File: config.mk
export PLATFORM = sky130hd
export DESIGN_NAME = gcbd_norm
export DESIGN_NICKNAME = d
export VERILOG_FILES = /design/src/gcbd_pkg.sv /design/src/gcbd_norm.sv
export SDC_FILE = /design/constraint.sdc
export NUM_CORES = 2
export LEC_CHECK = 0
export BUFFER_PORTS_ARGS = -buffer_cell sky130_fd_sc_hd__buf_2
export CAP_MARGIN = 5
export CORE_MARGIN = 8
export CORE_UTILIZATION = 40
export DETAILED_ROUTE_END_ITERATION = 10
export GPL_TIMING_DRIVEN = 1
export MAX_ROUTING_LAYER = met4
export PLACE_DENSITY = 0.57
export SYNTH_ARGS = -nofsm -noshare
export SYNTH_HDL_FRONTEND = slang
export SYNTH_SLANG_ARGS = --single-unit
File: constraint.sdc
create_clock -name aclk -period 12.1 [get_ports aclk]
set_input_delay 0.605 -clock aclk [delete_from_list [all_inputs] [get_ports aclk]]
set_output_delay 0.605 -clock aclk [all_outputs]
set_load 0.02 [all_outputs]
File: src/gcbd_pkg.sv
package gcbd_pkg;

    // Geometry limits
    localparam int unsigned MAX_WIDTH  = 1024;
    localparam int unsigned MAX_HEIGHT = 1024;
    localparam int unsigned MAX_RATIO  = 16;

    localparam int unsigned NUM_CHAN    = 4;
    localparam int unsigned CHAN_W      = 8;
    localparam int unsigned CHAN_LEVELS = 1 << CHAN_W;

    localparam int unsigned W_W    = $clog2(MAX_WIDTH + 1);    // width register
    localparam int unsigned H_W    = $clog2(MAX_HEIGHT + 1);   // height register
    localparam int unsigned R_W    = $clog2(MAX_RATIO + 1);    // ratio register
    localparam int unsigned ADDR_W = $clog2(MAX_WIDTH);        // line store address
    localparam int unsigned ROW_W  = $clog2(MAX_HEIGHT);
    localparam int unsigned RIB_W  = $clog2(MAX_RATIO);        // offset inside a block
    localparam int unsigned SUM_W  = $clog2(MAX_RATIO * MAX_RATIO * (CHAN_LEVELS - 1) + 1);

    // Config port
    localparam int unsigned CFG_ADDR_W = 4;
    localparam int unsigned CFG_DATA_W = 32;
    localparam logic [W_W-1:0] WIDTH_RESET  = W_W'(1024);
    localparam logic [H_W-1:0] HEIGHT_RESET = H_W'(1024);
    localparam logic [R_W-1:0] RATIO_RESET  = R_W'(2);

    // Register index (paddr[3:2]); the last slot holds no register.
    typedef enum logic [1:0] {
        REG_WIDTH,
        REG_HEIGHT,
        REG_RATIO,
        REG_SPARE
    } reg_idx_t;

    // Divide by ratio^2 as multiply by ceil(2^24 / ratio^2). Exact for sums
    // up to 65280 since sum * error < 2^24.
    localparam int unsigned RECIP_SHIFT = 24;
    localparam int unsigned RECIP_W     = RECIP_SHIFT + 1;
    localparam int unsigned RECIP_ONE   = 1 << RECIP_SHIFT;
    localparam logic [RECIP_W-1:0] RECIP_TABLE [MAX_RATIO] = '{
        RECIP_W'((RECIP_ONE +   0) /   1),
        RECIP_W'((RECIP_ONE +   3) /   4),
        RECIP_W'((RECIP_ONE +   8) /   9),
        RECIP_W'((RECIP_ONE +  15) /  16),
        RECIP_W'((RECIP_ONE +  24) /  25),
        RECIP_W'((RECIP_ONE +  35) /  36),
        RECIP_W'((RECIP_ONE +  48) /  49),
        RECIP_W'((RECIP_ONE +  63) /  64),
        RECIP_W'((RECIP_ONE +  80) /  81),
        RECIP_W'((RECIP_ONE +  99) / 100),
        RECIP_W'((RECIP_ONE + 120) / 121),
        RECIP_W'((RECIP_ONE + 143) / 144),
        RECIP_W'((RECIP_ONE + 168) / 169),
        RECIP_W'((RECIP_ONE + 195) / 196),
        RECIP_W'((RECIP_ONE + 224) / 225),
        RECIP_W'((RECIP_ONE + 255) / 256)
    };

    typedef logic [CHAN_W-1:0]         chan_t;
    typedef chan_t [NUM_CHAN-1:0]      pixel_t;
    typedef logic [SUM_W-1:0]          sum_t;
    typedef sum_t [NUM_CHAN-1:0]       sum_vec_t;
    typedef logic [CHAN_W-1:0]         curve_t [CHAN_LEVELS];

    typedef struct packed {
        logic [W_W-1:0] width;
        logic [H_W-1:0] height;
        logic [R_W-1:0] ratio;
    } cfg_t;

    typedef struct packed {
        logic [ADDR_W-1:0] addr;
        logic              keep;
        logic              first;
        logic              last;
        logic              frame_done;
    } pos_t;

    typedef struct packed {
        sum_vec_t sums;
        logic     frame_done;
    } acc_word_t;

    // Exact gamma curves: integer powers on both sides, no rounding error.
    function automatic logic [127:0] ipow(input logic [127:0] base, input int unsigned e);
        logic [127:0] acc;
        acc = 128'd1;
        for (int unsigned n = 0; n < e; n++) begin
            acc = acc * base;
        end
        return acc;
    endfunction

    // v - 0.5 <= 255*(i/255)^2.2
    function automatic logic lin_ok(input int unsigned v, input int unsigned i);
        return (ipow(128'(2 * v - 1), 5) * ipow(128'd255, 6)) <= (128'd32 * ipow(128'(i), 11));
    endfunction

    // w - 0.5 <= 255*(i/255)^(1/2.2)
    function automatic logic gam_ok(input int unsigned w, input int unsigned i);
        return ipow(128'(2 * w - 1), 11) <= (128'd2048 * ipow(128'(i), 5) * ipow(128'd255, 6));
    endfunction

    function automatic curve_t build_lin_table();
        curve_t      t;
        int unsigned v;
        v = 0;
        for (int unsigned i = 0; i < CHAN_LEVELS; i++) begin
            while (v < CHAN_LEVELS - 1 && lin_ok(v + 1, i)) begin
                v++;
            end
            t[i] = CHAN_W'(v);
        end
        return t;
    endfunction

    function automatic curve_t build_gam_table();
        curve_t      t;
        int unsigned w;
        w = 0;
        for (int unsigned i = 0; i < CHAN_LEVELS; i++) begin
            while (w < CHAN_LEVELS - 1 && gam_ok(w + 1, i)) begin
                w++;
            end
            t[i] = CHAN_W'(w);
        end
        return t;
    endfunction

    localparam curve_t LIN_TABLE = build_lin_table();
    localparam curve_t GAM_TABLE = build_gam_table();

endpackage

File: src/gcbd_norm.sv
module gcbd_norm (
    input  logic                         aclk,
    input  logic                         aresetn,
    input  logic [gcbd_pkg::R_W-1:0]     ratio,
    input  logic                         sum_valid,
    output logic                         sum_ready,
    input  gcbd_pkg::acc_word_t          sum_word,
    output logic                         out_valid,
    input  logic                         out_ready,
    output gcbd_pkg::pixel_t             out_pixel,
    output logic                         out_frame_done
);
    import gcbd_pkg::*;

    localparam int unsigned PROD_W = SUM_W + RECIP_W;

    logic      b_valid_reg;
    acc_word_t b_word_reg;
    logic      q_valid_reg;
    pixel_t    q_reg;
    logic      q_fd_reg;
    logic      m_valid_reg;
    pixel_t    m_pixel_reg;
    logic      m_fd_reg;

    logic               out_free, q_free, b_free;
    logic [R_W-1:0]     r_idx;
    logic [RECIP_W-1:0] recip;
    logic [PROD_W-1:0]  prod [NUM_CHAN];
    pixel_t             quot;
    pixel_t             gam;

    assign out_free  = !m_valid_reg || out_ready;
    assign q_free    = !q_valid_reg || out_free;
    assign b_free    = !b_valid_reg || q_free;
    assign sum_ready = b_free;

    assign r_idx = ratio - R_W'(1);
    assign recip = RECIP_TABLE[r_idx[RIB_W-1:0]];

    always_comb begin
        for (int c = 0; c < NUM_CHAN; c++) begin
            prod[c] = PROD_W'(b_word_reg.sums[c]) * PROD_W'(recip);
            quot[c] = prod[c][RECIP_SHIFT+CHAN_W-1:RECIP_SHIFT];
            gam[c]  = GAM_TABLE[q_reg[c]];
        end
    end

    always_ff @(posedge aclk) begin
        if (!aresetn) begin
            b_valid_reg <= 1'b0;
            q_valid_reg <= 1'b0;
            m_valid_reg <= 1'b0;
        end else begin
            if (b_free) begin
                b_valid_reg <= sum_valid;
            end
            if (q_free) begin
                q_valid_reg <= b_valid_reg;
            end
            if (out_free) begin
                m_valid_reg <= q_valid_reg;
            end
        end
    end

    always_ff @(posedge aclk) begin
        if (b_free) begin
            b_word_reg <= sum_word;
        end
        if (q_free) begin
            q_reg    <= quot;
            q_fd_reg <= b_word_reg.frame_done;
        end
        if (out_free) begin
            m_pixel_reg <= gam;
            m_fd_reg    <= q_fd_reg;
        end
    end

    assign out_valid      = m_valid_reg;
    assign out_pixel      = m_pixel_reg;
    assign out_frame_done = m_fd_reg;

`ifndef ASSERT_OFF
    a_b_moves: assert property (@(posedge aclk) disable iff (!aresetn)
        b_valid_reg && q_free |=> q_valid_reg)
        else $error("block sum dropped before divide");
    a_q_moves: assert property (@(posedge aclk) disable iff (!aresetn)
        q_valid_reg && out_free |=> m_valid_reg)
        else $error("quotient dropped before output");
    a_q_holds: assert property (@(posedge aclk) disable iff (!aresetn)
        q_valid_reg && !out_free |=> q_valid_reg && $stable(q_reg))
        else $error("stalled quotient changed");
`endif

endmodule

==> impl_metrics.env <==
export IMPL_status="complete, no violations"
export IMPL_min_period_over_period=0.770
export IMPL_setup_viol=0
export IMPL_power_frac_comb=0.886
export IMPL_post_route_min_period_ps=9320
export IMPL_clockPowerShare=0.041
export IMPL_clockRootBuffer="clkbuf_16"
export IMPL_synth_top_cell_area_share=0.429
export IMPL_clock_skew_ps=21.7
export IMPL_drt_pass1_iterations=7
export IMPL_worst_setup_path_start_kind="input port"
export IMPL_cpMostUsedCell="fa_1"
export IMPL_routabilityCongestion=0.851
export IMPL_synth_edf_count=131
export IMPL_ys_async_sr_fraction=0
export IMPL_dieHeight_um=370
export IMPL_stdcell_count=7277
export IMPL_ys_warn_count=0
export IMPL_relSlewSlack=0.213
export IMPL_cpPeakStageDelay_ps=900
export IMPL_internal_power_mw=6.79
export IMPL_cts_buffers=17
export IMPL_peakVddDrop_mv=0.216
export IMPL_path_clk_slew_ps=90
export IMPL_cp_end_kind="flip-flop"
export IMPL_grt_pass1_vias=40900
export IMPL_insertion_delay_ps=560
export IMPL_num_vias=38500
export IMPL_hp_class="in2reg"
export IMPL_grt_pass1_wl_um=231000
export IMPL_cts_buffer_depth=2
export IMPL_nets=7125
export IMPL_drtAntennaViolNets=0
export IMPL_drt_total_wl_um=142000
export IMPL_p_switching_mw=8.35
export IMPL_syn_area_per_cell_um2=8.69
export IMPL_detailed_place_hpwl_um=99800
export IMPL_worst_path_buf_inv=7
export IMPL_setup_tns_ps=0
export IMPL_final_layout_size_suffix_gt1_frac=0.0507
export IMPL_cts_resized_gates=0
export IMPL_largest_register_ffs=65
export IMPL_cp_arrival_ps=9600
export IMPL_power_density_nw_per_um2=286
export IMPL_pwr_share_seq=0.073
export IMPL_route_detailed_drc=0
export IMPL_ys_top_cells_by_area="fa_1 (43%), ha_1 (9.1%), inv_1 (9.0%)"
export IMPL_initial_utilization=0.401
export IMPL_syn_inst=5775
export IMPL_wl_per_cell_um=19.6
export IMPL_cts_num_sinks=134
export IMPL_grt_max_degree=65
export IMPL_ys_types=77
export IMPL_mostFrequentLayoutCells="inv_1 (1,205), fa_1 (1,076), nand2_1 (935), and2_1 (530), ha_1 (363)"
export IMPL_holdBufCountCts=0
export IMPL_ys_seq_area_frac=0.0796
export IMPL_required_ps=12380
export IMPL_die_w_um=370
export IMPL_cts_tree="done"
export IMPL_hold_viol=0
export IMPL_netSwitchingFraction=0.551
export IMPL_synth_cell_area_um2=50200
export IMPL_worst_setup_path_type="in2reg"
export IMPL_ys_seq_elements=134
export IMPL_crit_family="adder cells"
export IMPL_cap_violations=0
export IMPL_h_tree_depth=4
export IMPL_grt_usage=0.220
export IMPL_ios=109
export IMPL_slowest_stage="ha_1"
export IMPL_drv_slew=0
export IMPL_yosysTopAreaCell="fa_1"
export IMPL_viasPerCell=5.29
export IMPL_die_area_um2=137000
export IMPL_drt_iter0_drc=2991
export IMPL_ys_flop_type="edfxtp_1"
export IMPL_syn_nets=7289
export IMPL_antenna_found_initial=1
export IMPL_p_leak_nw=25.1
export IMPL_tightest_slew_ps=1180
export IMPL_io_buffers=107
export IMPL_fmax_mhz=107
export IMPL_rsz0062_at_grt="no"
export IMPL_layout_commonest_cell="inv_1"
export IMPL_area_delta_synth_final_pct=5.66
export IMPL_cp_max_fo=26
export IMPL_cts_setup_buffers=0
export IMPL_place_inst=7242
export IMPL_rows=130
export IMPL_grt_overflow=0
export IMPL_core_um2=125000
-- cell usage after synthesis, types with 14 or more instances --
cell         n
clkbuf_1   353
a22oi_1     16
edfxtp_1   131
xnor2_1     71
o21ai_0    142
and2_1     530
and3_1      71
nand2_1    936
nand3_1     29
a211oi_1    53
o211ai_1    28
a31oi_1     30
fa_1      1076
o22ai_1     15
nand2b_1    14
buf_1       28
a21o_1      30
ha_1       364
nor2b_1     20
nor3_1      34
o21a_1      15
a21oi_1    189
nor2_1     169
inv_1     1206
o221ai_1    18
xor2_1      22
-- power by group through the flow --
stage	clock (mW)	combinational [mW]	sequential, mW
5_1_grt	0.661	15.6	1.12
6_report	0.624	13.4	1.10
3_5_place_dp	0	13.4	1.11
3_3_place_gp	0	13.3	1.11
4_1_cts	0.649	13.6	1.10
2_1_floorplan	0	10.1	1.04
-- routing by layer --
metal	vias up	global-route usage	part of all wire
met5	-	-	0
met3	187	0.0337	0.067
li1	17200	-	-
met1	19800	0.299	0.44
met4	0	0.0478	0.018
met2	1297	0.350	0.47
-- cell type report --
class / count / area, um2
Clock buffer: 18 / 429
Tap cell: 1650 / 2060
Clock inverter: 14 / 209
Fill cell: 12500 / 72100
Sequential cell: 134 / 3990
Inverter: 1209 / 4540
Antenna cell: 3 / 7.51
Multi-Input combinational cell: 4046 / 40400
Timing Repair Buffer: 203 / 1380
-- path summary, 6_finish.rpt --
kind,start,endpoint,depth (start not counted),slack (ps)
setup reg to reg,b_word_reg[22]$_DFFE_PP_,q_reg[15]$_DFFE_PP_,21,4800
hold reg to reg,b_word_reg[0]$_DFFE_PP_,q_fd_reg$_DFFE_PP_,0,440
hold / removal,sum_word[34],b_word_reg[34]$_DFFE_PP_,1,210
setup / recovery,ratio[0],q_reg[15]$_DFFE_PP_,28,2780
-- through the flow --
| stage | setup slack (ps) | cell area (um2) | hold slack, ps | total power, mW | utilization |
|---|---|---|---|---|---|
| after floorplan | 3560 | 50200 | 400 | 11.1 | - |
| after global placement | 2380 | 52400 | 429 | 14.4 | 0.419 |
| after detailed placement | 2310 | 52400 | 423 | 14.5 | 0.419 |
| after CTS | 2890 | 53000 | 169 | 15.3 | 0.424 |
| after global routing | 2260 | 53000 | 181 | 17.4 | 0.424 |
| final | 2780 | 53000 | 210 | 15.1 | 0.424 |
-- cells by family (layout without fill, tap and decap cells) --
logic type | after synthesis | after routing | share of synthesized area
other cells | 0 | 3 | 0
simple gates | 1843 | 1843 | 0.174
compound gates | 647 | 647 | 0.0827
flops | 134 | 134 | 0.0796
xor+xnor | 94 | 94 | 0.0166
buf+inv | 1595 | 1444 | 0.120
mux | 21 | 21 | 0.00746
fa+ha+maj | 1441 | 1441 | 0.520
Power figures use the tool's default switching activity.
