--- src/gcbd_pkg.sv ---
package gcbd_pkg;

    // Geometry limits
    localparam int unsigned MAX_WIDTH  = 1024;
    localparam int unsigned MAX_HEIGHT = 1024;
    localparam int unsigned MAX_RATIO  = 16;

    localparam int unsigned NUM_CHAN    = 4;
    localparam int unsigned CHAN_W      = 8;
    localparam int unsigned CHAN_LEVELS = 1 << CHAN_W;

    localparam int unsigned W_W    = $clog2(MAX_WIDTH + 1);    // width register
    localparam int unsigned H_W    = $clog2(MAX_HEIGHT + 1);   // height register
    localparam int unsigned R_W    = $clog2(MAX_RATIO + 1);    // ratio register
    localparam int unsigned ADDR_W = $clog2(MAX_WIDTH);        // line store address
    localparam int unsigned ROW_W  = $clog2(MAX_HEIGHT);
    localparam int unsigned RIB_W  = $clog2(MAX_RATIO);        // offset inside a block
    localparam int unsigned SUM_W  = $clog2(MAX_RATIO * MAX_RATIO * (CHAN_LEVELS - 1) + 1);

    // Config port
    localparam int unsigned CFG_ADDR_W = 4;
    localparam int unsigned CFG_DATA_W = 32;
    localparam logic [W_W-1:0] WIDTH_RESET  = W_W'(1024);
    localparam logic [H_W-1:0] HEIGHT_RESET = H_W'(1024);
    localparam logic [R_W-1:0] RATIO_RESET  = R_W'(2);

    // Register index (paddr[3:2]); the last slot holds no register.
    typedef enum logic [1:0] {
        REG_WIDTH,
        REG_HEIGHT,
        REG_RATIO,
        REG_SPARE
    } reg_idx_t;

    // Divide by ratio^2 as multiply by ceil(2^24 / ratio^2). Exact for sums
    // up to 65280 since sum * error < 2^24.
    localparam int unsigned RECIP_SHIFT = 24;
    localparam int unsigned RECIP_W     = RECIP_SHIFT + 1;
    localparam int unsigned RECIP_ONE   = 1 << RECIP_SHIFT;
    localparam logic [RECIP_W-1:0] RECIP_TABLE [MAX_RATIO] = '{
        RECIP_W'((RECIP_ONE +   0) /   1),
        RECIP_W'((RECIP_ONE +   3) /   4),
        RECIP_W'((RECIP_ONE +   8) /   9),
        RECIP_W'((RECIP_ONE +  15) /  16),
        RECIP_W'((RECIP_ONE +  24) /  25),
        RECIP_W'((RECIP_ONE +  35) /  36),
        RECIP_W'((RECIP_ONE +  48) /  49),
        RECIP_W'((RECIP_ONE +  63) /  64),
        RECIP_W'((RECIP_ONE +  80) /  81),
        RECIP_W'((RECIP_ONE +  99) / 100),
        RECIP_W'((RECIP_ONE + 120) / 121),
        RECIP_W'((RECIP_ONE + 143) / 144),
        RECIP_W'((RECIP_ONE + 168) / 169),
        RECIP_W'((RECIP_ONE + 195) / 196),
        RECIP_W'((RECIP_ONE + 224) / 225),
        RECIP_W'((RECIP_ONE + 255) / 256)
    };

    typedef logic [CHAN_W-1:0]         chan_t;
    typedef chan_t [NUM_CHAN-1:0]      pixel_t;
    typedef logic [SUM_W-1:0]          sum_t;
    typedef sum_t [NUM_CHAN-1:0]       sum_vec_t;
    typedef logic [CHAN_W-1:0]         curve_t [CHAN_LEVELS];

    typedef struct packed {
        logic [W_W-1:0] width;
        logic [H_W-1:0] height;
        logic [R_W-1:0] ratio;
    } cfg_t;

    typedef struct packed {
        logic [ADDR_W-1:0] addr;
        logic              keep;
        logic              first;
        logic              last;
        logic              frame_done;
    } pos_t;

    typedef struct packed {
        sum_vec_t sums;
        logic     frame_done;
    } acc_word_t;

    // Exact gamma curves: integer powers on both sides, no rounding error.
    function automatic logic [127:0] ipow(input logic [127:0] base, input int unsigned e);
        logic [127:0] acc;
        acc = 128'd1;
        for (int unsigned n = 0; n < e; n++) begin
            acc = acc * base;
        end
        return acc;
    endfunction

    // v - 0.5 <= 255*(i/255)^2.2
    function automatic logic lin_ok(input int unsigned v, input int unsigned i);
        return (ipow(128'(2 * v - 1), 5) * ipow(128'd255, 6)) <= (128'd32 * ipow(128'(i), 11));
    endfunction

    // w - 0.5 <= 255*(i/255)^(1/2.2)
    function automatic logic gam_ok(input int unsigned w, input int unsigned i);
        return ipow(128'(2 * w - 1), 11) <= (128'd2048 * ipow(128'(i), 5) * ipow(128'd255, 6));
    endfunction

    function automatic curve_t build_lin_table();
        curve_t      t;
        int unsigned v;
        v = 0;
        for (int unsigned i = 0; i < CHAN_LEVELS; i++) begin
            while (v < CHAN_LEVELS - 1 && lin_ok(v + 1, i)) begin
                v++;
            end
            t[i] = CHAN_W'(v);
        end
        return t;
    endfunction

    function automatic curve_t build_gam_table();
        curve_t      t;
        int unsigned w;
        w = 0;
        for (int unsigned i = 0; i < CHAN_LEVELS; i++) begin
            while (w < CHAN_LEVELS - 1 && gam_ok(w + 1, i)) begin
                w++;
            end
            t[i] = CHAN_W'(w);
        end
        return t;
    endfunction

    localparam curve_t LIN_TABLE = build_lin_table();
    localparam curve_t GAM_TABLE = build_gam_table();

endpackage

--- src/gcbd_cfg.sv ---
module gcbd_cfg (
    input  logic                            aclk,
    input  logic                            aresetn,
    input  logic                            psel,
    input  logic                            penable,
    input  logic                            pwrite,
    input  logic [gcbd_pkg::CFG_ADDR_W-1:0] paddr,
    input  logic [gcbd_pkg::CFG_DATA_W-1:0] pwdata,
    output logic [gcbd_pkg::CFG_DATA_W-1:0] prdata,
    output gcbd_pkg::cfg_t                  cfg,
    output logic                            restart
);
    import gcbd_pkg::*;

    logic [W_W-1:0] width_reg;
    logic [H_W-1:0] height_reg;
    logic [R_W-1:0] ratio_reg;
    logic           wr_en;
    reg_idx_t       idx;

    assign wr_en = psel && penable && pwrite;
    assign idx   = reg_idx_t'(paddr[3:2]);

    always_comb begin
        prdata  = '0;
        restart = 1'b0;
        unique case (idx)
            REG_WIDTH: begin
                prdata  = CFG_DATA_W'(width_reg);
                restart = wr_en;
            end
            REG_HEIGHT: begin
                prdata  = CFG_DATA_W'(height_reg);
                restart = wr_en;
            end
            REG_RATIO: begin
                prdata  = CFG_DATA_W'(ratio_reg);
                restart = wr_en;
            end
            default: begin
                prdata  = '0;
                restart = 1'b0;
            end
        endcase
    end

    always_ff @(posedge aclk) begin
        if (!aresetn) begin
            width_reg  <= WIDTH_RESET;
            height_reg <= HEIGHT_RESET;
            ratio_reg  <= RATIO_RESET;
        end else if (wr_en) begin
            unique case (idx)
                REG_WIDTH:  width_reg  <= pwdata[W_W-1:0];
                REG_HEIGHT: height_reg <= pwdata[H_W-1:0];
                REG_RATIO:  ratio_reg  <= pwdata[R_W-1:0];
                default: ;
            endcase
        end
    end

    // clamp to the supported range
    always_comb begin
        cfg.width = (width_reg == '0) ? W_W'(1) :
                    (width_reg > W_W'(MAX_WIDTH)) ? W_W'(MAX_WIDTH) : width_reg;
        cfg.height = (height_reg == '0) ? H_W'(1) :
                     (height_reg > H_W'(MAX_HEIGHT)) ? H_W'(MAX_HEIGHT) : height_reg;
        cfg.ratio = (ratio_reg == '0) ? R_W'(1) :
                    (ratio_reg > R_W'(MAX_RATIO)) ? R_W'(MAX_RATIO) : ratio_reg;
    end

`ifndef ASSERT_OFF
    a_width_range: assert property (@(posedge aclk) disable iff (!aresetn)
        cfg.width != '0 && cfg.width <= W_W'(MAX_WIDTH))
        else $error("clamped width out of range");
    a_ratio_range: assert property (@(posedge aclk) disable iff (!aresetn)
        cfg.ratio != '0 && cfg.ratio <= R_W'(MAX_RATIO))
        else $error("clamped ratio out of range");
    a_restart_on_write: assert property (@(posedge aclk) disable iff (!aresetn)
        restart |-> wr_en)
        else $error("restart without a register write");
`endif

endmodule

--- config.mk ---
export PLATFORM = sky130hd
export DESIGN_NAME = gcbd_cfg
export DESIGN_NICKNAME = d
export VERILOG_FILES = /design/src/gcbd_pkg.sv /design/src/gcbd_cfg.sv
export SDC_FILE = /design/constraint.sdc
export NUM_CORES = 1
export LEC_CHECK = 0
export BUFFER_PORTS_ARGS = -buffer_cell sky130_fd_sc_hd__buf_4
export CAP_MARGIN = 20
export CORE_ASPECT_RATIO = 1.5
export CORE_MARGIN = 2
export CORE_UTILIZATION = 39
export DETAILED_ROUTE_END_ITERATION = 7
export MAX_ROUTING_LAYER = met4
export PLACE_DENSITY = 0.77
export SLEW_MARGIN = 5
export SYNTH_ARGS = -nofsm -noshare
export SYNTH_HDL_FRONTEND = slang
export SYNTH_SLANG_ARGS = --single-unit
--- constraint.sdc ---
create_clock -name aclk -period 0.9 [get_ports aclk]
set_clock_uncertainty 0.05 [all_clocks]
set_input_delay 0 -clock aclk [delete_from_list [all_inputs] [get_ports aclk]]
set_output_delay 0 -clock aclk [all_outputs]
set_load 0.02 [all_outputs]
==> results.sh <==
export IMPL_status="finished with violations"
export IMPL_failed_checks="negative hold slack, negative setup slack"
export IMPL_swShare_pct=27.9
export IMPL_vertical_die_dimension_um=82.9
export IMPL_maxCapViolCount=0
export IMPL_finalSetupViolCount=38
export IMPL_chipWidth_um=56.6
export IMPL_dp_final_hpwl_um=3290
export IMPL_gr_util_all_layers_pct=21.1
export IMPL_num_fill_cells=298
export IMPL_path_delay_family="simple AND/OR/NAND/NOR gates"
export IMPL_pwr_share_comb_pct=19.6
export IMPL_reg2reg_setup_slack_ns=0.02
export IMPL_total_power_per_unit_cell_area_mw_per_mm2=907
export IMPL_layout_area_overhead_vs_synth_pct=62.5
export IMPL_worstSetupEndpointType="output pin"
export IMPL_pre_cts_slack_ns=-0.183
export IMPL_setup_worst_path_class="reg -> out"
export IMPL_synth_avg_cell_area_um2=8.14
export IMPL_p_int_mw=1.72
export IMPL_antenna_diode_count=0
export IMPL_power_switching_mw=0.667
export IMPL_htree_levels=1
export IMPL_startpoint_type="register"
export IMPL_worst_hold_path_type="in -> reg"
export IMPL_yosys_warnings=0
export IMPL_insertion_delay_ns=0.28
export IMPL_crit_arrival_ns=1.27
export IMPL_power_sequential_fraction_pct=51.1
export IMPL_numCtsBuffers=3
export IMPL_max_clock_path_buffers=2
export IMPL_leakagePower_nw=1.23
export IMPL_critical_path_peak_fanout=2
export IMPL_cts_tree="done"
export IMPL_pin_count=101
export IMPL_postPlaceCellArea_mm2=0.00219
export IMPL_clock_sinks=27
export IMPL_grt_ovfl_total=0
export IMPL_gpl_final_weighted_congestion=0.841
export IMPL_io_buffer_count=56
export IMPL_cp_required_ns=0.85
export IMPL_drt_drc_violations_left=0
export IMPL_synth_distinct_cells=19
export IMPL_first_pass_grt_wire_length_um=7670
export IMPL_timing_final_hold_violations=2
export IMPL_total_via_count_in_the_routed_design=1648
export IMPL_gate_count_after_technology_mapping=199
export IMPL_worst_path_buf_inv=1
export IMPL_min_period_ns=1.32
export IMPL_post_route_period_util_pct=146
export IMPL_viasPerCell=5.02
export IMPL_number_of_global_route_vias_before_repair=1612
export IMPL_rows=28
export IMPL_clkSlewWorstSetupHoldPaths_ns=0.09
export IMPL_grt_antenna_before_repair=0
export IMPL_fin_area_mm2=0.00263
export IMPL_post_route_cells_drive_above_1_share_pct=47.0
export IMPL_worst_path_max_delay_cell="dfxtp_2"
export IMPL_fin_hold_ws_ns=-0.0119
export IMPL_design_core_area_mm2=0.00396
export IMPL_layout_nets=325
export IMPL_synth_seq_cells=27
export IMPL_cts_root_buffer="clkbuf_8"
export IMPL_slowest_delay_ns=0.35
export IMPL_setup_ws_ns=-0.417
export IMPL_start_util_pct=40.9
export IMPL_worstPathCellList="nor4_4 -> nand3_2 -> o21ai_2 -> buf_6"
export IMPL_achievable_frequency_ghz=0.759
export IMPL_detail_route_wirelength_um=4920
export IMPL_count_of_pins_over_their_slew_limit=0
export IMPL_router_iterations_before_antenna_repair=4
export IMPL_detail_route_wl_per_cell_um=15.0
export IMPL_fp_dieArea_mm2=0.00470
export IMPL_grt_start_max_net_pins=17
export IMPL_yosysSeqAreaShare_pct=33.4
export IMPL_post_synthesis_cell_area_mm2=0.00162
export IMPL_rsz0062_at_grt="yes"
export IMPL_vdd_drop_max_v=0.000775
export IMPL_dr_first_iter_drc_count=47
export IMPL_power_frac_clock_pct=29.3
export IMPL_route_antenna_remaining_nets=0
[power groups by stage]
stage                     sequential (mW)  clock (mW)  combinational [mW]
after detailed placement             1.25           0               0.398
final                                1.22       0.700               0.468
after CTS                            1.22       0.711               0.447
after floorplan                      1.25           0               0.321
after global routing                 1.22       0.774               0.500
after global placement               1.25           0               0.395
[per-layer routing]
layer	vias to the layer above	wire (um)	track usage, %
met5	-	0	-
met4	0	166	10.8
met3	13	190	1.87
met2	55	2580	36.4
met1	807	1980	23.8
li1	773	-	-
[timing repair]
| action | 4_1_cts | 5_1_grt |
|---|---|---|
| pin swaps | 10 | 9 |
| resized for setup | 48 | 35 |
| setup buffers | 2 | 4 |
| setup endpoints to repair | 38 | 39 |
| hold buffers | 10 | 0 |
| gates cloned | 1 | 0 |
| endpoints found under the hold margin | 20 | 0 |
[worst paths after layout]
check | start | to | depth (start not counted)
max | height_reg[7]$_SDFFE_PN0P_ | cfg[5] | 4
max reg2reg | width_reg[8]$_SDFFE_PN0P_ | width_reg[8]$_SDFFE_PN0P_ | 3
min reg2reg | width_reg[0]$_SDFFE_PN0P_ | width_reg[0]$_SDFFE_PN0P_ | 2
min | pwdata[3] | ratio_reg[3]$_SDFFE_PN0P_ | 3
[synthesized netlist by cell type]
library cell / count / area (um2)
nand2_1: 39 / 146
mux2i_1: 38 / 380
dfxtp_1: 27 / 541
nor2b_1: 26 / 163
buf_4: 24 / 180
nor2_1: 11 / 41.3
clkbuf_1: 10 / 37.5
o21ai_0: 6 / 30.0
buf_2: 3 / 15.0
nor3_1: 3 / 15.0
nor4_1: 3 / 18.8
nand3_1: 2 / 10.0
a21oi_1: 1 / 5.00
a31oi_1: 1 / 6.26
conb_1: 1 / 3.75
inv_1: 1 / 3.75
nand4_1: 1 / 6.26
nor2b_2: 1 / 8.76
or3b_1: 1 / 8.76
[worst min-delay path, stage by stage]
cell,delay (ns)
buf_4,0.08
nand2_1,0.08
mux2i_1,0.12
[stage by stage]
step / hold WS [ns] / std cells / setup TNS (ns) / total power [mW] / util [%]
global placement: 0.212 / 310 / -1.12 / 1.64 / 55.2
finish: -0.0119 / 328 / -7.90 / 2.39 / 66.5
global route: 0.00179 / 328 / -9.82 / 2.50 / 66.5
floorplan: 0.110 / 219 / -0.124 / 1.57 / -
CTS: 0.00393 / 326 / -7.46 / 2.38 / 62.7
detailed placement: 0.239 / 310 / -1.32 / 1.65 / 55.2
[placed cells by master (no fill, tap or decap), drive strengths merged, types with 2 or more instances in the layout]
cell         Yosys  layout
buf             27      87
nand2           39      39
nand3            2       2
clkbuf          10       3
conb             1      21
o21ai            6       6
dfxtp           27      27
mux2i           38      38
nor2            11      11
dlygate4sd3      0      10
nor4             3       3
nor3             3       3
nor2b           27      27
[cells by family after synthesis]
| group | share of synthesized area (%) |
|---|---|
| compound gates | 2.55 |
| flops | 33.4 |
| mux | 23.5 |
| buf+inv | 14.6 |
| other cells | 0.231 |
| simple gates | 25.8 |
[final cells by class]
class	instances	area [um2]	share of cell area, %
Clock buffer	3	41.3	1.57
Sequential cell	27	578	22.0
Timing Repair Buffer	97	895	34.0
Clock inverter	1	5.00	0.190
Tap cell	45	56.3	2.14
Inverter	1	3.75	0.143
Multi-Input combinational cell	154	1050	40.0
(Power assumes the default switching activity.)
