==> src/gcbd_pkg.sv <==
package gcbd_pkg;

    // Geometry limits
    localparam int unsigned MAX_WIDTH  = 1024;
    localparam int unsigned MAX_HEIGHT = 1024;
    localparam int unsigned MAX_RATIO  = 16;

    localparam int unsigned NUM_CHAN    = 4;
    localparam int unsigned CHAN_W      = 8;
    localparam int unsigned CHAN_LEVELS = 1 << CHAN_W;

    localparam int unsigned W_W    = $clog2(MAX_WIDTH + 1);    // width register
    localparam int unsigned H_W    = $clog2(MAX_HEIGHT + 1);   // height register
    localparam int unsigned R_W    = $clog2(MAX_RATIO + 1);    // ratio register
    localparam int unsigned ADDR_W = $clog2(MAX_WIDTH);        // line store address
    localparam int unsigned ROW_W  = $clog2(MAX_HEIGHT);
    localparam int unsigned RIB_W  = $clog2(MAX_RATIO);        // offset inside a block
    localparam int unsigned SUM_W  = $clog2(MAX_RATIO * MAX_RATIO * (CHAN_LEVELS - 1) + 1);

    // Config port
    localparam int unsigned CFG_ADDR_W = 4;
    localparam int unsigned CFG_DATA_W = 32;
    localparam logic [W_W-1:0] WIDTH_RESET  = W_W'(1024);
    localparam logic [H_W-1:0] HEIGHT_RESET = H_W'(1024);
    localparam logic [R_W-1:0] RATIO_RESET  = R_W'(2);

    // Register index (paddr[3:2]); the last slot holds no register.
    typedef enum logic [1:0] {
        REG_WIDTH,
        REG_HEIGHT,
        REG_RATIO,
        REG_SPARE
    } reg_idx_t;

    // Divide by ratio^2 as multiply by ceil(2^24 / ratio^2). Exact for sums
    // up to 65280 since sum * error < 2^24.
    localparam int unsigned RECIP_SHIFT = 24;
    localparam int unsigned RECIP_W     = RECIP_SHIFT + 1;
    localparam int unsigned RECIP_ONE   = 1 << RECIP_SHIFT;
    localparam logic [RECIP_W-1:0] RECIP_TABLE [MAX_RATIO] = '{
        RECIP_W'((RECIP_ONE +   0) /   1),
        RECIP_W'((RECIP_ONE +   3) /   4),
        RECIP_W'((RECIP_ONE +   8) /   9),
        RECIP_W'((RECIP_ONE +  15) /  16),
        RECIP_W'((RECIP_ONE +  24) /  25),
        RECIP_W'((RECIP_ONE +  35) /  36),
        RECIP_W'((RECIP_ONE +  48) /  49),
        RECIP_W'((RECIP_ONE +  63) /  64),
        RECIP_W'((RECIP_ONE +  80) /  81),
        RECIP_W'((RECIP_ONE +  99) / 100),
        RECIP_W'((RECIP_ONE + 120) / 121),
        RECIP_W'((RECIP_ONE + 143) / 144),
        RECIP_W'((RECIP_ONE + 168) / 169),
        RECIP_W'((RECIP_ONE + 195) / 196),
        RECIP_W'((RECIP_ONE + 224) / 225),
        RECIP_W'((RECIP_ONE + 255) / 256)
    };

    typedef logic [CHAN_W-1:0]         chan_t;
    typedef chan_t [NUM_CHAN-1:0]      pixel_t;
    typedef logic [SUM_W-1:0]          sum_t;
    typedef sum_t [NUM_CHAN-1:0]       sum_vec_t;
    typedef logic [CHAN_W-1:0]         curve_t [CHAN_LEVELS];

    typedef struct packed {
        logic [W_W-1:0] width;
        logic [H_W-1:0] height;
        logic [R_W-1:0] ratio;
    } cfg_t;

    typedef struct packed {
        logic [ADDR_W-1:0] addr;
        logic              keep;
        logic              first;
        logic              last;
        logic              frame_done;
    } pos_t;

    typedef struct packed {
        sum_vec_t sums;
        logic     frame_done;
    } acc_word_t;

    // Exact gamma curves: integer powers on both sides, no rounding error.
    function automatic logic [127:0] ipow(input logic [127:0] base, input int unsigned e);
        logic [127:0] acc;
        acc = 128'd1;
        for (int unsigned n = 0; n < e; n++) begin
            acc = acc * base;
        end
        return acc;
    endfunction

    // v - 0.5 <= 255*(i/255)^2.2
    function automatic logic lin_ok(input int unsigned v, input int unsigned i);
        return (ipow(128'(2 * v - 1), 5) * ipow(128'd255, 6)) <= (128'd32 * ipow(128'(i), 11));
    endfunction

    // w - 0.5 <= 255*(i/255)^(1/2.2)
    function automatic logic gam_ok(input int unsigned w, input int unsigned i);
        return ipow(128'(2 * w - 1), 11) <= (128'd2048 * ipow(128'(i), 5) * ipow(128'd255, 6));
    endfunction

    function automatic curve_t build_lin_table();
        curve_t      t;
        int unsigned v;
        v = 0;
        for (int unsigned i = 0; i < CHAN_LEVELS; i++) begin
            while (v < CHAN_LEVELS - 1 && lin_ok(v + 1, i)) begin
                v++;
            end
            t[i] = CHAN_W'(v);
        end
        return t;
    endfunction

    function automatic curve_t build_gam_table();
        curve_t      t;
        int unsigned w;
        w = 0;
        for (int unsigned i = 0; i < CHAN_LEVELS; i++) begin
            while (w < CHAN_LEVELS - 1 && gam_ok(w + 1, i)) begin
                w++;
            end
            t[i] = CHAN_W'(w);
        end
        return t;
    endfunction

    localparam curve_t LIN_TABLE = build_lin_table();
    localparam curve_t GAM_TABLE = build_gam_table();

endpackage

==> src/gcbd_pos.sv <==
module gcbd_pos (
    input  logic           aclk,
    input  logic           aresetn,
    input  gcbd_pkg::cfg_t cfg,
    input  logic           restart,
    input  logic           accept,
    output gcbd_pkg::pos_t pos
);
    import gcbd_pkg::*;

    logic [ADDR_W-1:0] col_reg, col_next;
    logic [RIB_W-1:0]  cib_reg, cib_next;
    logic [ADDR_W-1:0] blk_reg, blk_next;
    logic [ROW_W-1:0]  row_reg, row_next;
    logic [RIB_W-1:0]  rib_reg, rib_next;

    logic [W_W-1:0] col_base;
    logic [W_W:0]   col_end, col_end2;
    logic [H_W-1:0] row_base;
    logic [H_W:0]   row_end, row_end2;
    logic [W_W-1:0] col_inc;
    logic [H_W-1:0] row_inc;
    logic [R_W-1:0] cib_inc, rib_inc;
    logic [R_W-1:0] r_last;

    // block start and one-past-end, no division needed
    always_comb begin
        r_last   = cfg.ratio - R_W'(1);
        col_base = W_W'(col_reg) - W_W'(cib_reg);
        col_end  = (W_W+1)'(col_base) + (W_W+1)'(cfg.ratio);
        col_end2 = col_end + (W_W+1)'(cfg.ratio);
        row_base = H_W'(row_reg) - H_W'(rib_reg);
        row_end  = (H_W+1)'(row_base) + (H_W+1)'(cfg.ratio);
        row_end2 = row_end + (H_W+1)'(cfg.ratio);

        pos.addr  = blk_reg;
        pos.keep  = (col_end <= (W_W+1)'(cfg.width)) && (row_end <= (H_W+1)'(cfg.height));
        pos.first = (cib_reg == '0) && (rib_reg == '0);
        pos.last  = (cib_reg == r_last[RIB_W-1:0]) && (rib_reg == r_last[RIB_W-1:0]);
        // last whole block column and last whole block row
        pos.frame_done = (col_end2 > (W_W+1)'(cfg.width)) &&
                         (row_end2 > (H_W+1)'(cfg.height));
    end

    always_comb begin
        col_inc  = W_W'(col_reg) + W_W'(1);
        row_inc  = H_W'(row_reg) + H_W'(1);
        cib_inc  = R_W'(cib_reg) + R_W'(1);
        rib_inc  = R_W'(rib_reg) + R_W'(1);
        col_next = col_reg;
        cib_next = cib_reg;
        blk_next = blk_reg;
        row_next = row_reg;
        rib_next = rib_reg;
        if (restart) begin
            col_next = '0;
            cib_next = '0;
            blk_next = '0;
            row_next = '0;
            rib_next = '0;
        end else if (accept) begin
            if (col_inc >= cfg.width) begin
                col_next = '0;
                cib_next = '0;
                blk_next = '0;
                if (row_inc >= cfg.height) begin
                    row_next = '0;
                    rib_next = '0;
                end else begin
                    row_next = row_inc[ROW_W-1:0];
                    rib_next = (rib_inc >= cfg.ratio) ? '0 : rib_inc[RIB_W-1:0];
                end
            end else begin
                col_next = col_inc[ADDR_W-1:0];
                if (cib_inc >= cfg.ratio) begin
                    cib_next = '0;
                    blk_next = blk_reg + ADDR_W'(1);
                end else begin
                    cib_next = cib_inc[RIB_W-1:0];
                end
            end
        end
    end

    always_ff @(posedge aclk) begin
        if (!aresetn) begin
            col_reg <= '0;
            cib_reg <= '0;
            blk_reg <= '0;
            row_reg <= '0;
            rib_reg <= '0;
        end else begin
            col_reg <= col_next;
            cib_reg <= cib_next;
            blk_reg <= blk_next;
            row_reg <= row_next;
            rib_reg <= rib_next;
        end
    end

`ifndef ASSERT_OFF
    a_cib_in_block: assert property (@(posedge aclk) disable iff (!aresetn)
        R_W'(cib_reg) < cfg.ratio)
        else $error("column offset past block edge");
    a_rib_in_block: assert property (@(posedge aclk) disable iff (!aresetn)
        R_W'(rib_reg) < cfg.ratio)
        else $error("row offset past block edge");
    a_col_in_row: assert property (@(posedge aclk) disable iff (!aresetn)
        W_W'(col_reg) < cfg.width)
        else $error("column past row end");
`endif

endmodule

==> config.mk <==
export PLATFORM = sky130hd
export DESIGN_NAME = gcbd_pos
export DESIGN_NICKNAME = d
export VERILOG_FILES = /design/src/gcbd_pkg.sv /design/src/gcbd_pos.sv
export SDC_FILE = /design/constraint.sdc
export NUM_CORES = 1
export LEC_CHECK = 0
export ABC_AREA = 1
export BUFFER_PORTS_ARGS = -buffer_cell sky130_fd_sc_hd__buf_2
export CAP_MARGIN = 10
export CORE_MARGIN = 1.5
export CORE_UTILIZATION = 29
export CTS_BUF_LIST = sky130_fd_sc_hd__clkbuf_4 sky130_fd_sc_hd__clkbuf_8 sky130_fd_sc_hd__clkbuf_16
export DETAILED_ROUTE_END_ITERATION = 16
export GPL_ROUTABILITY_DRIVEN = 0
export HOLD_SLACK_MARGIN = 0.12
export PLACE_DENSITY = 0.48
export SYNTH_ARGS = -nofsm -noshare
export SYNTH_HDL_FRONTEND = slang
export SYNTH_SLANG_ARGS = --single-unit
==> constraint.sdc <==
create_clock -name aclk -period 4.78 [get_ports aclk]
set_clock_uncertainty 0.1 [all_clocks]
set_input_delay 0.478 -clock aclk [delete_from_list [all_inputs] [get_ports aclk]]
set_output_delay 0.478 -clock aclk [all_outputs]
set_load 0.005 [all_outputs]
==> impl_metrics.yaml <==
layout:
  nets: 1179
  drive_gt1_frac: 0.232
  areaGrowthSynthToFinish_pct: 27.2
  diodes: 0
  stdcell_count: 1301
  fillCellCount: 2224
placement:
  place_inst: 1285
  dp_slack_ns: -0.284
  hpwlAfterDp_um: 14300
  io_buffer_count: 44
yosys:
  yosys-top-cells-area: "ha_1 (23%), nand2_1 (13%), dfxtp_1 (13%)"
  synth.cell_area_um2: 5980
  syn_inst: 908
  ys_types: 48
  synth_commonest_cells: "nand2_1 (205), inv_1 (143), ha_1 (112), nand3_1 (67), a21oi_1 (64)"
  yosysSeqAreaShare: 0.127
  async_flop_share: 0
  syn_avg_cell_area_um2: 6.58
  synth_top_area_frac: 0.234
  synth_edf_count: 0
  synth_ff_type: "dfxtp_1"
  ys_seq_elements: 38
  synth_most_common_cell: "nand2_1"
  synth_top_cell_by_area: "ha_1"
  syn_nets: 1057
  yosys_warnings: 0
clock_tree:
  ctsHoldBuffers: 0
  cts_buffer_depth: 2
  cts_tree: "done"
  cts.clk_slew.worst_paths_ns: 0.06
  clk_latency_ns: 0.29
  cts.sinks: 38
  numCtsBuffers: 5
  root_buffer: "clkbuf_16"
  htreeDepth: 2
power_and_ir_drop:
  power.switching_uw: 421
  clkPwrFrac: 0.356
  internal_power_uw: 837
  combPwrFrac: 0.390
  p_seq_frac: 0.254
  ir_worst_vdd_mv: 0.150
  leakagePower_uw: 0.00391
  powerDensity_nw_per_um2: 165
  switching_share: 0.335
sta:
  hold_slack_ns: 0.385
  slew_viol_final: 0
  finalSetupViolations: 1
  tightest_slew_ns: 0.810
  min_period_ns: 5.07
  fmax_mhz: 197
  period_share: 1.06
  finalHoldViolCount: 0
  rsz0062_at_grt: "true"
  worst_slack_ns: -0.293
  maxSlewHeadroom: 0.459
die:
  die_area_um2: 21500
  die_h_um: 147
  rows: 52
  core_area_um2: 20200
  chipWidth_um: 147
  initial_utilization: 0.295
  io_pins: 45
worst_setup_path:
  cpMaxStageDelayCell: "fa_2"
  path_class: "flop to output pin"
  critPathMaxFanout: 3
  critical_path.max_stage_delay_ns: 0.35
  endpoint_kind: "output pin"
  cp-start-kind: "flop"
  arrival_ns: 4.50
  crit_required_ns: 4.20
routing:
  routed-wl-met3_um: 326
  first_pass_iters: 4
  ant_nets: 0
  wl_met1_um: 8390
  vias: 5972
  top_layer_used: "met4"
  met2_length_um: 7740
  routed_wirelength_um: 16700
  viasPerCell: 4.59
  wl_per_cell_um: 12.8
  drt_iter0_markers: 186
  drcViolationCount: 0
grt:
  grt_pass1_wl_um: 27100
  grt_max_degree: 22
  grt-ovfl-total: 0
  antenna_found_initial: 0
  grt.total_usage: 0.157
  grt_pass1_vias: 5584
min_path:
  hold_path_class: "flop to flop"
outcome:
  violations: "negative setup slack"
  status: "complete, but fails checks"
job:
  cap_violations: 0
==> power by group through the flow <==
stage | clock (µW) | sequential (µW) | combinational, µW
after global routing | 474 | 319 | 560
after CTS | 462 | 319 | 465
after floorplan | 0 | 326 | 283
after global placement | 0 | 326 | 434
final | 448 | 319 | 491
after detailed placement | 0 | 326 | 434
==> cells in the final DEF, fill, tap and decap left out, types with 4 or more instances in the layout <==
cell	synthesis	final
a21o_1	4	4
fa_2	0	4
o21ai_1	2	7
xor2_1	43	42
dfxtp_1	38	37
nand3_2	3	7
nor2_2	12	15
o21a_1	5	5
nand3_1	67	62
o21ai_2	2	4
inv_2	7	11
nor3_2	4	6
inv_1	143	139
nand4_1	18	18
buf_6	1	4
o21ai_0	27	20
buf_2	3	44
nand2_1	205	195
ha_1	112	102
nand2_4	3	5
o22ai_1	4	4
a21oi_1	64	54
xnor2_1	11	11
nor2_1	60	55
a21oi_2	1	11
nor3_1	11	9
ha_4	0	9
buf_4	1	75
a22oi_1	4	4
nor2_4	3	5
nand2_2	11	19
clkbuf_16	0	5
==> repair_timing <==
item / 4_1_cts / 5_1_grt
cloned: 0 / 0
resized for setup: 24 / 52
setup buffers: 0 / 8
endpoints found under the setup margin: 2 / 2
pin swaps: 11 / 34
==> layer usage <==
| metal | global-route usage | vias up |
|---|---|---|
| met5 | 0 | - |
| met4 | 0.0364 | 0 |
| met3 | 0.0200 | 17 |
| met2 | 0.272 | 54 |
| met1 | 0.206 | 2670 |
| li1 | - | 3231 |
==> worst max-delay path, delay by kind of cell, from the launching register on <==
kind | cells | cell delay, ns
buffers and inverters | 7 | 0.60
XOR/XNOR | 3 | 0.47
adder cells (fa/ha/maj) | 5 | 1.33
flip-flops | 1 | 0.32
AND/OR/NAND/NOR | 11 | 0.96
AO/OA/AOI/OAI | 4 | 0.52
==> stage by stage <==
step	setup TNS [ns]	area, µm²	util	power (µW)
global route	-0.925	7600	0.376	1350
global placement	-0.228	7020	0.347	760
CTS	-0.355	7330	0.362	1250
floorplan	0	5980	-	609
detailed placement	-0.284	7020	0.347	760
finish	-0.293	7600	0.376	1260
==> final cells by class <==
| cell class | instances | area, µm² | area share |
|---|---|---|---|
| Sequential cell | 38 | 762 | 0.100 |
| Multi-Input combinational cell | 709 | 4900 | 0.644 |
| Timing Repair Buffer | 123 | 828 | 0.109 |
| Inverter | 153 | 582 | 0.0765 |
| Tap cell | 270 | 338 | 0.0444 |
| Clock inverter | 3 | 68.8 | 0.00905 |
| Clock buffer | 5 | 125 | 0.0165 |
==> cell families after synthesis <==
family,after synthesis,share of synthesized area
xor+xnor,54,0.0791
fa+ha+maj,118,0.254
flops,38,0.127
simple gates,408,0.312
compound gates,129,0.123
buf+inv,161,0.105
==> final timing paths <==
check                                   to  depth (start not counted)       start  slack, ns
worst min register to register  blk_reg[4]                          2  blk_reg[4]       0.39
worst min-delay path            blk_reg[4]                          2  blk_reg[4]       0.39
worst max-delay path                pos[0]                         30  col_reg[0]      -0.29
worst max register to register  blk_reg[2]                         19  col_reg[1]       1.07
Note: power is estimated with default switching activity, not from simulation.
